**src/hw/rtl/sprc_pkg.sv**
```systemverilog
// shared types and constants of the shortest path reach counter
`timescale 1ns / 1ps
`default_nettype none

package sprc_pkg;

    localparam int NODE_W          = 7;
    localparam int DIST_W          = 22;
    localparam int EDGE_W_W        = 16;
    localparam int COUNT_W         = 7;
    localparam int CFG_IDX_W       = 1;
    localparam int DEF_MAX_NODES   = 64;
    localparam int DEF_WEIGHT_BITS = 16;
    localparam int NODE_RESET      = 64;

    localparam logic [DIST_W-1:0] DIST_MAX = {DIST_W{1'b1}};

    localparam logic [CFG_IDX_W-1:0] CFG_NODE_COUNT     = 1'b0;
    localparam logic [CFG_IDX_W-1:0] CFG_DISTANCE_LIMIT = 1'b1;

    typedef enum logic [1:0] {
        MODE_SEL,
        MODE_RELAX,
        MODE_COUNT
    } t_scan_mode;

    typedef enum logic [3:0] {
        ST_CLEAR,
        ST_IDLE,
        ST_LOAD_RD,
        ST_LOAD_WR_AB,
        ST_LOAD_WR_BA,
        ST_INIT,
        ST_SEL,
        ST_SEL_END,
        ST_SEL_CHK,
        ST_RELAX,
        ST_RELAX_END,
        ST_COUNT,
        ST_COUNT_END,
        ST_EMIT
    } t_state;

    typedef struct packed {
        logic       accept;
        logic       ld_read;
        logic       ld_wr_ab;
        logic       ld_wr_ba;
        logic       init;
        logic       issue;
        t_scan_mode mode;
        logic       settle;
        logic       emit;
        logic       clr_write;
    } t_cmd;

    typedef struct packed {
        logic last;
        logic idx_last;
        logic found;
        logic out_free;
        logic clr_last;
    } t_status;

endpackage

`default_nettype wire

```
**src/hw/rtl/sprc_ctrl.sv**
```systemverilog
// controller state machine of the shortest path reach counter
`timescale 1ns / 1ps
`default_nettype none

module sprc_ctrl
    import sprc_pkg::*;
(
    input  wire logic    i_clk,
    input  wire logic    i_rst_n,
    input  wire logic    i_in_valid,
    output logic         o_in_ready,
    input  wire t_status i_status,
    output t_cmd         o_cmd
);

    t_state r_state;
    t_state n_state;

    always_ff @(posedge i_clk) begin
        if (!i_rst_n) begin
            r_state <= ST_CLEAR;
        end else begin
            r_state <= n_state;
        end
    end

    always_comb begin
        n_state = r_state;
        case (r_state)
            ST_CLEAR: begin
                if (i_status.clr_last) n_state = ST_IDLE;
            end
            ST_IDLE: begin
                if (i_in_valid) n_state = ST_LOAD_RD;
            end
            ST_LOAD_RD:    n_state = ST_LOAD_WR_AB;
            ST_LOAD_WR_AB: n_state = ST_LOAD_WR_BA;
            ST_LOAD_WR_BA: begin
                n_state = i_status.last ? ST_INIT : ST_IDLE;
            end
            ST_INIT:       n_state = ST_SEL;
            ST_SEL: begin
                if (i_status.idx_last) n_state = ST_SEL_END;
            end
            ST_SEL_END:    n_state = ST_SEL_CHK;
            ST_SEL_CHK: begin
                n_state = i_status.found ? ST_RELAX : ST_COUNT;
            end
            ST_RELAX: begin
                if (i_status.idx_last) n_state = ST_RELAX_END;
            end
            ST_RELAX_END:  n_state = ST_SEL;
            ST_COUNT: begin
                if (i_status.idx_last) n_state = ST_COUNT_END;
            end
            ST_COUNT_END:  n_state = ST_EMIT;
            ST_EMIT: begin
                if (i_status.out_free) n_state = ST_CLEAR;
            end
            default:       n_state = ST_CLEAR;
        endcase
    end

    always_comb begin
        o_cmd      = '0;
        o_cmd.mode = MODE_SEL;
        o_in_ready = 1'b0;
        case (r_state)
            ST_IDLE: begin
                o_in_ready   = 1'b1;
                o_cmd.accept = i_in_valid;
            end
            ST_CLEAR:      o_cmd.clr_write = 1'b1;
            ST_LOAD_RD:    o_cmd.ld_read   = 1'b1;
            ST_LOAD_WR_AB: o_cmd.ld_wr_ab  = 1'b1;
            ST_LOAD_WR_BA: o_cmd.ld_wr_ba  = 1'b1;
            ST_INIT:       o_cmd.init      = 1'b1;
            ST_SEL: begin
                o_cmd.issue = 1'b1;
                o_cmd.mode  = MODE_SEL;
            end
            ST_SEL_CHK:    o_cmd.settle = i_status.found;
            ST_RELAX: begin
                o_cmd.issue = 1'b1;
                o_cmd.mode  = MODE_RELAX;
            end
            ST_COUNT: begin
                o_cmd.issue = 1'b1;
                o_cmd.mode  = MODE_COUNT;
            end
            ST_EMIT:       o_cmd.emit = i_status.out_free;
            default: begin
                o_cmd = '0;
            end
        endcase
    end

    // a search only starts from the final edge of a job
    assert property (@(posedge i_clk) disable iff (!i_rst_n)
        (r_state == ST_LOAD_WR_BA && n_state == ST_INIT) |-> i_status.last)
        else $error("search started without a final edge");

    // the clear sweep always finishes before the next edge is taken
    assert property (@(posedge i_clk) disable iff (!i_rst_n)
        (r_state == ST_CLEAR && !i_status.clr_last) |=> !o_in_ready)
        else $error("edge taken during clear sweep");

endmodule

`default_nettype wire

```
**config.mk**
```make
export PLATFORM = sky130hd
export DESIGN_NAME = sprc_ctrl
export DESIGN_NICKNAME = d
export VERILOG_FILES = /design/src/hw/rtl/sprc_pkg.sv /design/src/hw/rtl/sprc_ctrl.sv
export SDC_FILE = /design/constraint.sdc
export NUM_CORES = 1
export LEC_CHECK = 0
export ABC_AREA = 1
export ABC_CLOCK_PERIOD_IN_PS = 1700
export BUFFER_PORTS_ARGS = -buffer_cell sky130_fd_sc_hd__buf_2
export CAP_MARGIN = 20
export CORE_AREA = 5 5 42 44
export DETAILED_ROUTE_END_ITERATION = 12
export DIE_AREA = 0 0 47 49
export PLACE_DENSITY = 0.64
export SETUP_SLACK_MARGIN = 0.05
export SKIP_LAST_GASP = 1
export SYNTH_ARGS = -nofsm -noshare
export SYNTH_HDL_FRONTEND = slang
export SYNTH_SLANG_ARGS = --single-unit
```
**constraint.sdc**
```tcl
create_clock -name i_clk -period 1.7 [get_ports i_clk]
set_clock_uncertainty 0.15 [all_clocks]
set_input_delay 0.34 -clock i_clk [delete_from_list [all_inputs] [get_ports i_clk]]
set_output_delay 0.34 -clock i_clk [all_outputs]
set_load 0.01 [all_outputs]
```
# After elaboration in Yosys (flattened, before gate mapping)
# Cells that the tools add are included.
# totals
ff_bits	4
latchBits	0
ram_bits	0
mem_bits_ro	0
input_bits	8
out_inout_bits	12
word_cells	42
mem_count	0
# classes
n_addsub	0
mul	0
div_mod_pow	0
magnitude_cmp	0
eq_ne	19
shift	0
mux	19
bitwise	0
reduce_logical	3
# ops
cell	n
$pmux 4 s13	1
$eq 4x4->1 const B	6
$mux 4	6
$eq 4x3->1 const B	4
$ne 2x2->1 const B	6
$mux 1	9
$pmux 3 s3	1
$eq 4x2->1 const B	2
$reduce_and 6->1	1
$eq 4x1->1 const B	1
$logic_not 4->1	1
$mux 3	1
$mux 2	1
$reduce_or 2->1	1

# Longest topological paths before layout
# Gate-level depths: netlist of run 1.
# logic_depth
ltp_word	3
depth_mapped	10
depth_no_buf	9

# Least setup slack after synthesis of run 1
# Ideal clock, no wire load.
# synth_timing
kind	reg2out
from	reg r_state[1]
to	out o_cmd[10] (netlist bit)
arrival_ns	0.870
t_required_ns	1.210
setup_slack_ns	0.340
stages_incl_launch_ff	4
path_buffers	0
path_cell_list	dfxtp_1 inv_1 nand2_1 nor3_1
# synth_rtl
element	line_no	source
start, declared	sprc_ctrl.sv:16	t_state r_state;
start signal, assigned	sprc_ctrl.sv:23	r_state <= n_state;
end, declared	sprc_ctrl.sv:13	output t_cmd o_cmd

==> reports/results.md, run 1 <==
| Stage | Item | Value |
|---|---|---|
| sta | Clock period minus final worst setup slack | 1.58 ns |
| final layout | Largest register FFs | 4 |
| clock network | Number of hold buffers added after cts | 0 |
| global route | First-pass GRT wire length | 2000 um |
| flow run | Reported max-cap violation count | 0 |
| global route | Global-route congestion overflow total | 0 |
| detailed routing | Detail-routed via count per cell | 4.61 |
| logic synthesis | Number of synthesized flops with an enable pin | 0 |
| power and ir drop | Power density cells | 1530 mW/mm^2 |
| power and ir drop | Static leakage | 0.000324 uW |
| logic synthesis | Flops & latches, synth | 4 |
| floorplan | Initial Utilization | 0.294 |
| placement | Placer's final routability congestion estimate | 0.816 |
| outcome | Outcome | finished clean |
| power and ir drop | Reg power frac | 0.235 |
| sta | Endpoints failing hold | 0 |
| floorplan | I/O pins | 20 |
| power and ir drop | Internal portion of total power | 416 uW |
| clock network | H-tree depth reported by CTS | 1 |
| logic synthesis | Most used standard cells in the synthesized netlist | 28 x sky130_fd_sc_hd__nor2_1, 23 x sky130_fd_sc_hd__nand2_1, 7 x sky130_fd_sc_hd__inv_1, 5 x sky130_fd_sc_hd__nand3_1, 4 x sky130_fd_sc_hd__dfxtp_1 |
| logic synthesis | Synth unique cells | 14 |
| final layout | Diodes inserted | 0 |
| clock network | Cell chosen for the clock root | sky130_fd_sc_hd__clkbuf_4 |
| detailed routing | Number of design rule violations left after detail routing | 0 |
| worst setup path | Kind of capture point of the worst setup path | output port |
| floorplan | Core region area | 0.00140 mm^2 |
| power and ir drop | Maximum vdd ir drop | 0.595 mV |
| placement | Dpl ws | 0.207 ns |
| logic synthesis | Sequential fraction of the synthesis area | 0.195 |
| logic synthesis | Leading post-synthesis cells by cell area | sky130_fd_sc_hd__nor2_1 26%, sky130_fd_sc_hd__nand2_1 21%, sky130_fd_sc_hd__dfxtp_1 19%, sky130_fd_sc_hd__inv_1 6.4%, sky130_fd_sc_hd__nand3_1 6.1% |
| logic synthesis | Fraction of synthesis flops using an asynchronous set or reset pin | 0 |
| detailed routing | Metal2 WL | 554 um |
| worst setup path | Crit-path max FO | 6 |
| sta | Worst-Margin Slew | 0.186 ns |
| final layout | Final Net Count | 110 |
| worst setup path | Critical Path RT | 1.21 ns |
| placement | Placed wire-length estimate after detailed placement | 960 um |
| logic synthesis | YS warnings | 0 |
| clock network | Clock buffer count from CTS | 3 |
| global route | Pin count of the biggest net entering global routing | 9 |
| logic synthesis | Area of the mapped netlist | 412 um^2 |
| clock network | Worst-case clock buffer depth | 2 |
| detailed routing | Total number of vias | 535 |
| final layout | Area of the multi-input gates | 323 um^2 |
| sta | Final critical-path setup slack | 0.116 ns |
| sta | Crit share post-route | 0.932 |
| detailed routing | Average wire length per cell after detail routing | 10.2 um |
| detailed routing | Detail Route Antenna Nets | 0 |
| detailed routing | Detailed-router iteration count before antenna repair | 4 |
| final layout | Total area of sequential cells | 87.6 um^2 |
| detailed routing | Highest metal used | met4 |
| power and ir drop | Logic gate share of total power | 0.636 |
| clock network | Clock tree from TritonCTS | yes |
| sta | Upper clock frequency limit | 631 MHz |
| global route | Overall routing resource usage | 0.117 |
| power and ir drop | Net switching share of the total power | 0.529 |
| power and ir drop | Total power | 884 uW |
| worst setup path | Endpoint arrival time on the critical path | 1.09 ns |
| placement | Port buffer count | 19 |
| detailed routing | Number of DRC markers in iteration 0 | 12 |
| power and ir drop | Power dissipated by switching net loads | 468 uW |
| final layout | Area growth from synthesis to layout | 40.4% |
| logic synthesis | Cell with the most instances after synthesis | sky130_fd_sc_hd__nor2_1 |
| clock network | TritonCTS sink count | 4 |
| power and ir drop | Power share of the clock group | 0.129 |
| global route | Initial antenna violation count | 0 |
| sta | Final setup fails | 0 |
| worst setup path | Type of the setup path with the least slack | flop to output port |
| floorplan | Total Die Area | 0.00230 mm^2 |
| final layout | Largest regs | r_state: 4 flops |
| sta | Max-slew violation count | 0 |
| detailed routing | Total detailed-routing wirelength | 1180 um |
| logic synthesis | Primary FF master, synth | sky130_fd_sc_hd__dfxtp_1 |
| floorplan | Width of the die | 47 um |
| floorplan | Number of rows created at floorplan | 14 |
| detailed routing | Post-Route M1 WL | 537 um |
| clock network | Post-CTS setup-driven buffer insertion count | 0 |
| floorplan | Height of the chip | 49 um |
| final layout | Share of cells above drive strength 1 | 0.410 |
| sta | RSZ-0062 raised after global routing | false |
| final layout | Number of fill cells | 168 |
| detailed routing | DR WL met3 | 80 um |
| worst setup path | Type of element launching the critical path | flop |
| sta | Setup TNS | 0 ns |
| final layout | Largest Register | r_state |
| logic synthesis | Top cell type by total area after synthesis | sky130_fd_sc_hd__nor2_1 |
| clock network | Post-CTS clock slew at the launch and capture registers of the worst setup and hold paths | 0.04 ns |
| logic synthesis | Synthesized netlist cell count | 79 |
| final layout | Final std cell area, no fill | 578 um^2 |
| placement | Post-place instance area | 515 um^2 |
| hold path | Hold Path Class | primary input to flop |
| global route | Number of global-route vias before repair | 517 |
| logic synthesis | Avg Synthesized Cell Area | 5.21 um^2 |
| logic synthesis | Net count after synthesis | 87 |
| sta | Worst-case headroom to the max-slew limit | 0.876 |
| clock network | Clock latency at the later pin of the worst-skew pair | 0.23 ns |
| logic synthesis | Area share of the largest cell type after synthesis | 0.255 |
[cell usage in the layout, fill, tap and decap left out]
master / n
sky130_fd_sc_hd__dfxtp_2: 3
sky130_fd_sc_hd__nand2_4: 1
sky130_fd_sc_hd__dfxtp_4: 1
sky130_fd_sc_hd__nor3_2: 2
sky130_fd_sc_hd__nand2_2: 4
sky130_fd_sc_hd__o21ai_0: 2
sky130_fd_sc_hd__nand3_1: 5
sky130_fd_sc_hd__buf_2: 19
sky130_fd_sc_hd__clkbuf_4: 3
sky130_fd_sc_hd__nor2_4: 1
sky130_fd_sc_hd__a21oi_4: 1
sky130_fd_sc_hd__inv_1: 4
sky130_fd_sc_hd__nand2_1: 18
sky130_fd_sc_hd__nor2_2: 2
sky130_fd_sc_hd__o211ai_1: 1
sky130_fd_sc_hd__inv_2: 4
sky130_fd_sc_hd__nand3b_1: 1
sky130_fd_sc_hd__nor2_1: 26
sky130_fd_sc_hd__nor3_1: 1
sky130_fd_sc_hd__nand4_1: 1
[cell families (layout without fill, tap and decap cells)]
group	count (synthesis)	count (layout)	share of synthesized area
simple gates	62	62	0.623
flops	4	4	0.195
compound gates	4	4	0.0821
buf+inv	9	30	0.100
[critical path: stages (launching register included)]
cell and delay (ns):
sky130_fd_sc_hd__dfxtp_2 0.38, sky130_fd_sc_hd__inv_2 0.09, sky130_fd_sc_hd__nor2_1 0.09, sky130_fd_sc_hd__nand2_1 0.11, sky130_fd_sc_hd__nand2_1 0.07, sky130_fd_sc_hd__buf_2 0.12
[metrics by stage]
step / utilization / instances / hold WS (ns)
final: 0.413 / 116 / 0.210
after CTS: 0.394 / 116 / 0.204
after detailed placement: 0.368 / 113 / 0.387
after global placement: 0.368 / 113 / 0.370
after global routing: 0.413 / 116 / 0.214
after floorplan: - / 79 / 0.310
[routing by layer]
layer  vias up  global-route usage
li1        288                   -
met1       226               0.143
met2        19               0.181
met3         2              0.0332
met4         0              0.0553
met5         -                   0
[repair_timing]
action | in CTS | in global routing
setup endpoints to repair | 12 | 11
pin swaps | 0 | 0
gates resized for setup | 8 | 10
[path summary, 6_finish.rpt]
check	start	end	slack, ns	cells past startpoint
worst max-delay path	r_state[1]	o_cmd[5]	0.12	5
worst min-delay path	i_rst_n	r_state[3]	0.21	3
worst max register to register	r_state[3]	r_state[0]	0.32	8
worst min register to register	r_state[2]	r_state[2]	0.37	2
[layout make-up]
cell class,instances,share of cell area
Clock buffer,3,0.0390
Inverter,8,0.0519
Multi-Input combinational cell,66,0.558
Sequential cell,4,0.152
Tap cell,16,0.0346
Timing Repair Buffer,19,0.165
[power groups by stage]
stage          Clock (uW)  Combinational [uW]  Sequential [uW]
6_report              114                 562              207
5_1_grt               130                 643              214
4_1_cts               121                 540              195
3_5_place_dp            0                 522              185
3_3_place_gp            0                 523              181
2_1_floorplan           0                 403              164
No activity file was read; power rests on OpenSTA's default activity.
==> run 2, diff against run 1 <==
ABC_CLOCK_PERIOD_IN_PS = 1800   (was 1700)
SETUP_SLACK_MARGIN = not set   (was 0.05)
clock period = 1.8 ns   (was 1.7 ns; I/O delays follow)
==> run 2 against run 1 <==
- total power down 11%
- worst setup slack worse by 0.032 ns
- die area unchanged
- non-clock buffer count unchanged
- critical endpoint is now o_cmd[10]
- sequential share of layout area down 0.21 points
- sequential cell count unchanged
- register-to-register slack better by 0.02 ns
- first-iteration DRC count up 58%
==> reports/results.md, run 2 (synthesis gave the netlist of run 1 again) <==
| Stage | Item | Value |
|---|---|---|
| final layout | Share of cells above drive strength 1 | 0.280 |
| clock network | Post-CTS setup-driven buffer insertion count | 0 |
| final layout | Largest Register | r_state |
| sta | Final critical-path setup slack | 0.0840 ns |
| clock network | Number of hold buffers added after cts | 0 |
| final layout | Final Net Count | 110 |
| global route | Initial antenna violation count | 0 |
| clock network | Clock buffer count from CTS | 3 |
| global route | First-pass GRT wire length | 1940 um |
| final layout | Total area of sequential cells | 81.3 um^2 |
| final layout | Diodes inserted | 0 |
| detailed routing | Detail-routed via count per cell | 4.78 |
| hold path | Hold Path Class | primary input to flop |
| sta | Worst-case headroom to the max-slew limit | 0.841 |
| flow run | Reported max-cap violation count | 0 |
| floorplan | Total Die Area | 0.00230 mm^2 |
| final layout | Largest register FFs | 4 |
| final layout | Most frequent standard cell in the layout excluding fill and tap cells | sky130_fd_sc_hd__nor2_1 |
| floorplan | Number of rows created at floorplan | 14 |
| placement | Port buffer count | 19 |
| sta | RSZ-0062 raised after global routing | true |
| clock network | TritonCTS sink count | 4 |
| sta | Max-slew violation count | 0 |
| placement | Cell Count Post-Placement | 113 |
| final layout | Count of placed standard cells in the final layout, fillers left out | 116 |
| placement | Placed wire-length estimate after detailed placement | 923 um |
| sta | Upper clock frequency limit | 583 MHz |
| worst setup path | Type of the setup path with the least slack | flop to output port |
| final layout | Final std cell area, no fill | 544 um^2 |
| power and ir drop | Maximum vdd ir drop | 0.619 mV |
| sta | Worst-Margin Slew | 0.238 ns |
| floorplan | I/O pins | 20 |
| clock network | H-tree depth reported by CTS | 1 |
| global route | GR Util met3 | 0.0332 |
| worst setup path | Kind of capture point of the worst setup path | output port |
| sta | Worst Hold Slack | 0.234 ns |
| floorplan | Initial Utilization | 0.294 |
| global route | Layer with the highest usage | met2 |
| sta | Clock period minus final worst setup slack | 1.72 ns |
| outcome | Outcome | finished clean |
| worst setup path | Type of element launching the critical path | flop |
| worst setup path | Endpoint arrival time on the critical path | 1.21 ns |
| sta | Crit share post-route | 0.953 |
| floorplan | Core region area | 0.00140 mm^2 |
| global route | Global routing usage on met2 | 0.161 |
| global route | GR met1 Demand/Resource | 0.142 |
| detailed routing | Number of DRC markers in iteration 0 | 19 |
| worst setup path | Crit-path max FO | 6 |
| detailed routing | Detail Route Antenna Nets | 0 |
| worst setup path | Critical Path RT | 1.29 ns |
| global route | Overall routing resource usage | 0.115 |
| placement | Post-place instance area | 515 um^2 |
| floorplan | Width of the die | 47 um |
| floorplan | Height of the chip | 49 um |
| final layout | Area of the multi-input gates | 295 um^2 |
| final layout | Number of fill cells | 171 |
| clock network | Resized Gates After CTS | 0 |
| placement | Placer's final routability congestion estimate | 0.816 |
| clock network | Worst-case clock buffer depth | 2 |
| sta | Endpoints failing hold | 0 |
| clock network | Clock tree from TritonCTS | yes |
| detailed routing | Number of design rule violations left after detail routing | 0 |
| final layout | Largest regs | r_state: 4 flops |
| clock network | Post-CTS clock slew at the launch and capture registers of the worst setup and hold paths | 0.04 ns |
| global route | Number of global-route vias before repair | 501 |
| detailed routing | Total number of vias | 554 |
| power and ir drop | Static leakage | 0.000319 uW |
| clock network | Cell chosen for the clock root | sky130_fd_sc_hd__clkbuf_4 |
| global route | Global-route congestion overflow total | 0 |
| sta | Final setup fails | 0 |
| detailed routing | Total detailed-routing wirelength | 1170 um |
| global route | Pin count of the biggest net entering global routing | 9 |
| final layout | Commonest cells after routing, fill and taps aside | 28 x sky130_fd_sc_hd__nor2_1, 23 x sky130_fd_sc_hd__nand2_1, 19 x sky130_fd_sc_hd__buf_2, 6 x sky130_fd_sc_hd__inv_1, 5 x sky130_fd_sc_hd__nand3_1 |
| detailed routing | Detailed-router iteration count before antenna repair | 4 |
| final layout | Area growth from synthesis to layout | 32.2% |
| clock network | Clock latency at the later pin of the worst-skew pair | 0.23 ns |
| power and ir drop | Power density cells | 1440 mW/mm^2 |
| detailed routing | Average wire length per cell after detail routing | 10.1 um |
| placement | Dpl ws | 0.310 ns |
==> run 2: cell types whose count changed in the layout (fill, tap and decap cells not counted) <==
cell / change
sky130_fd_sc_hd__nor3_1: +1
sky130_fd_sc_hd__nand2_2: -4
sky130_fd_sc_hd__nor2_1: +2
sky130_fd_sc_hd__inv_1: +2
sky130_fd_sc_hd__nand2_1: +5
sky130_fd_sc_hd__dfxtp_2: -2
sky130_fd_sc_hd__nor3_2: -1
sky130_fd_sc_hd__dfxtp_1: +3
sky130_fd_sc_hd__inv_2: -2
sky130_fd_sc_hd__nor2_2: -2
sky130_fd_sc_hd__nand2_4: -1
sky130_fd_sc_hd__dfxtp_4: -1
==> run 2: critical path, stage by stage, from the launching register on <==
cell and delay, ns:
sky130_fd_sc_hd__dfxtp_1 0.36, sky130_fd_sc_hd__inv_1 0.14, sky130_fd_sc_hd__nand2_1 0.15, sky130_fd_sc_hd__nor3_2 0.18, sky130_fd_sc_hd__buf_2 0.15
==> run 2: metal layers <==
layer | wire, um | share of wire | vias to the layer above
li1 | - | - | 289
met1 | 529 | 0.45 | 232
met2 | 537 | 0.46 | 31
met3 | 88 | 0.075 | 2
met4 | 19 | 0.016 | 0
met5 | 0 | 0 | -
==> run 2: worst paths after layout <==
kind                   start  slack (ns)    endpoint  cells past startpoint
setup reg to reg  r_state[1]        0.34  r_state[2]                      9
setup / recovery  r_state[1]        0.08   o_cmd[10]                      4
hold / removal       i_rst_n        0.23  r_state[3]                      3
hold reg to reg   r_state[2]        0.40  r_state[2]                      2
==> run 2: power by group <==
part	switching, uW	internal [uW]	leakage (uW)
clock network	34.9	74.5	0.0000138
registers	55.0	123	0.0000335
logic	327	171	0.000272
total	417	368	0.000319
==> run 2: metrics by stage <==
step	power [uW]	TNS [ns]	utilization
3_3_place_gp	665	0	0.368
6_report	786	0	0.388
3_5_place_dp	664	0	0.368
2_1_floorplan	536	0	-
5_1_grt	869	-0.0729	0.388
4_1_cts	782	0	0.384
==> run 2: area by class of cell <==
| class | instances | share of cell area |
|---|---|---|
| timing repair buffer | 19 | 0.175 |
| sequential | 4 | 0.149 |
| clock buffer | 3 | 0.0414 |
| inverter | 8 | 0.0552 |
| tap | 16 | 0.0368 |
| multi-input combinational | 66 | 0.543 |
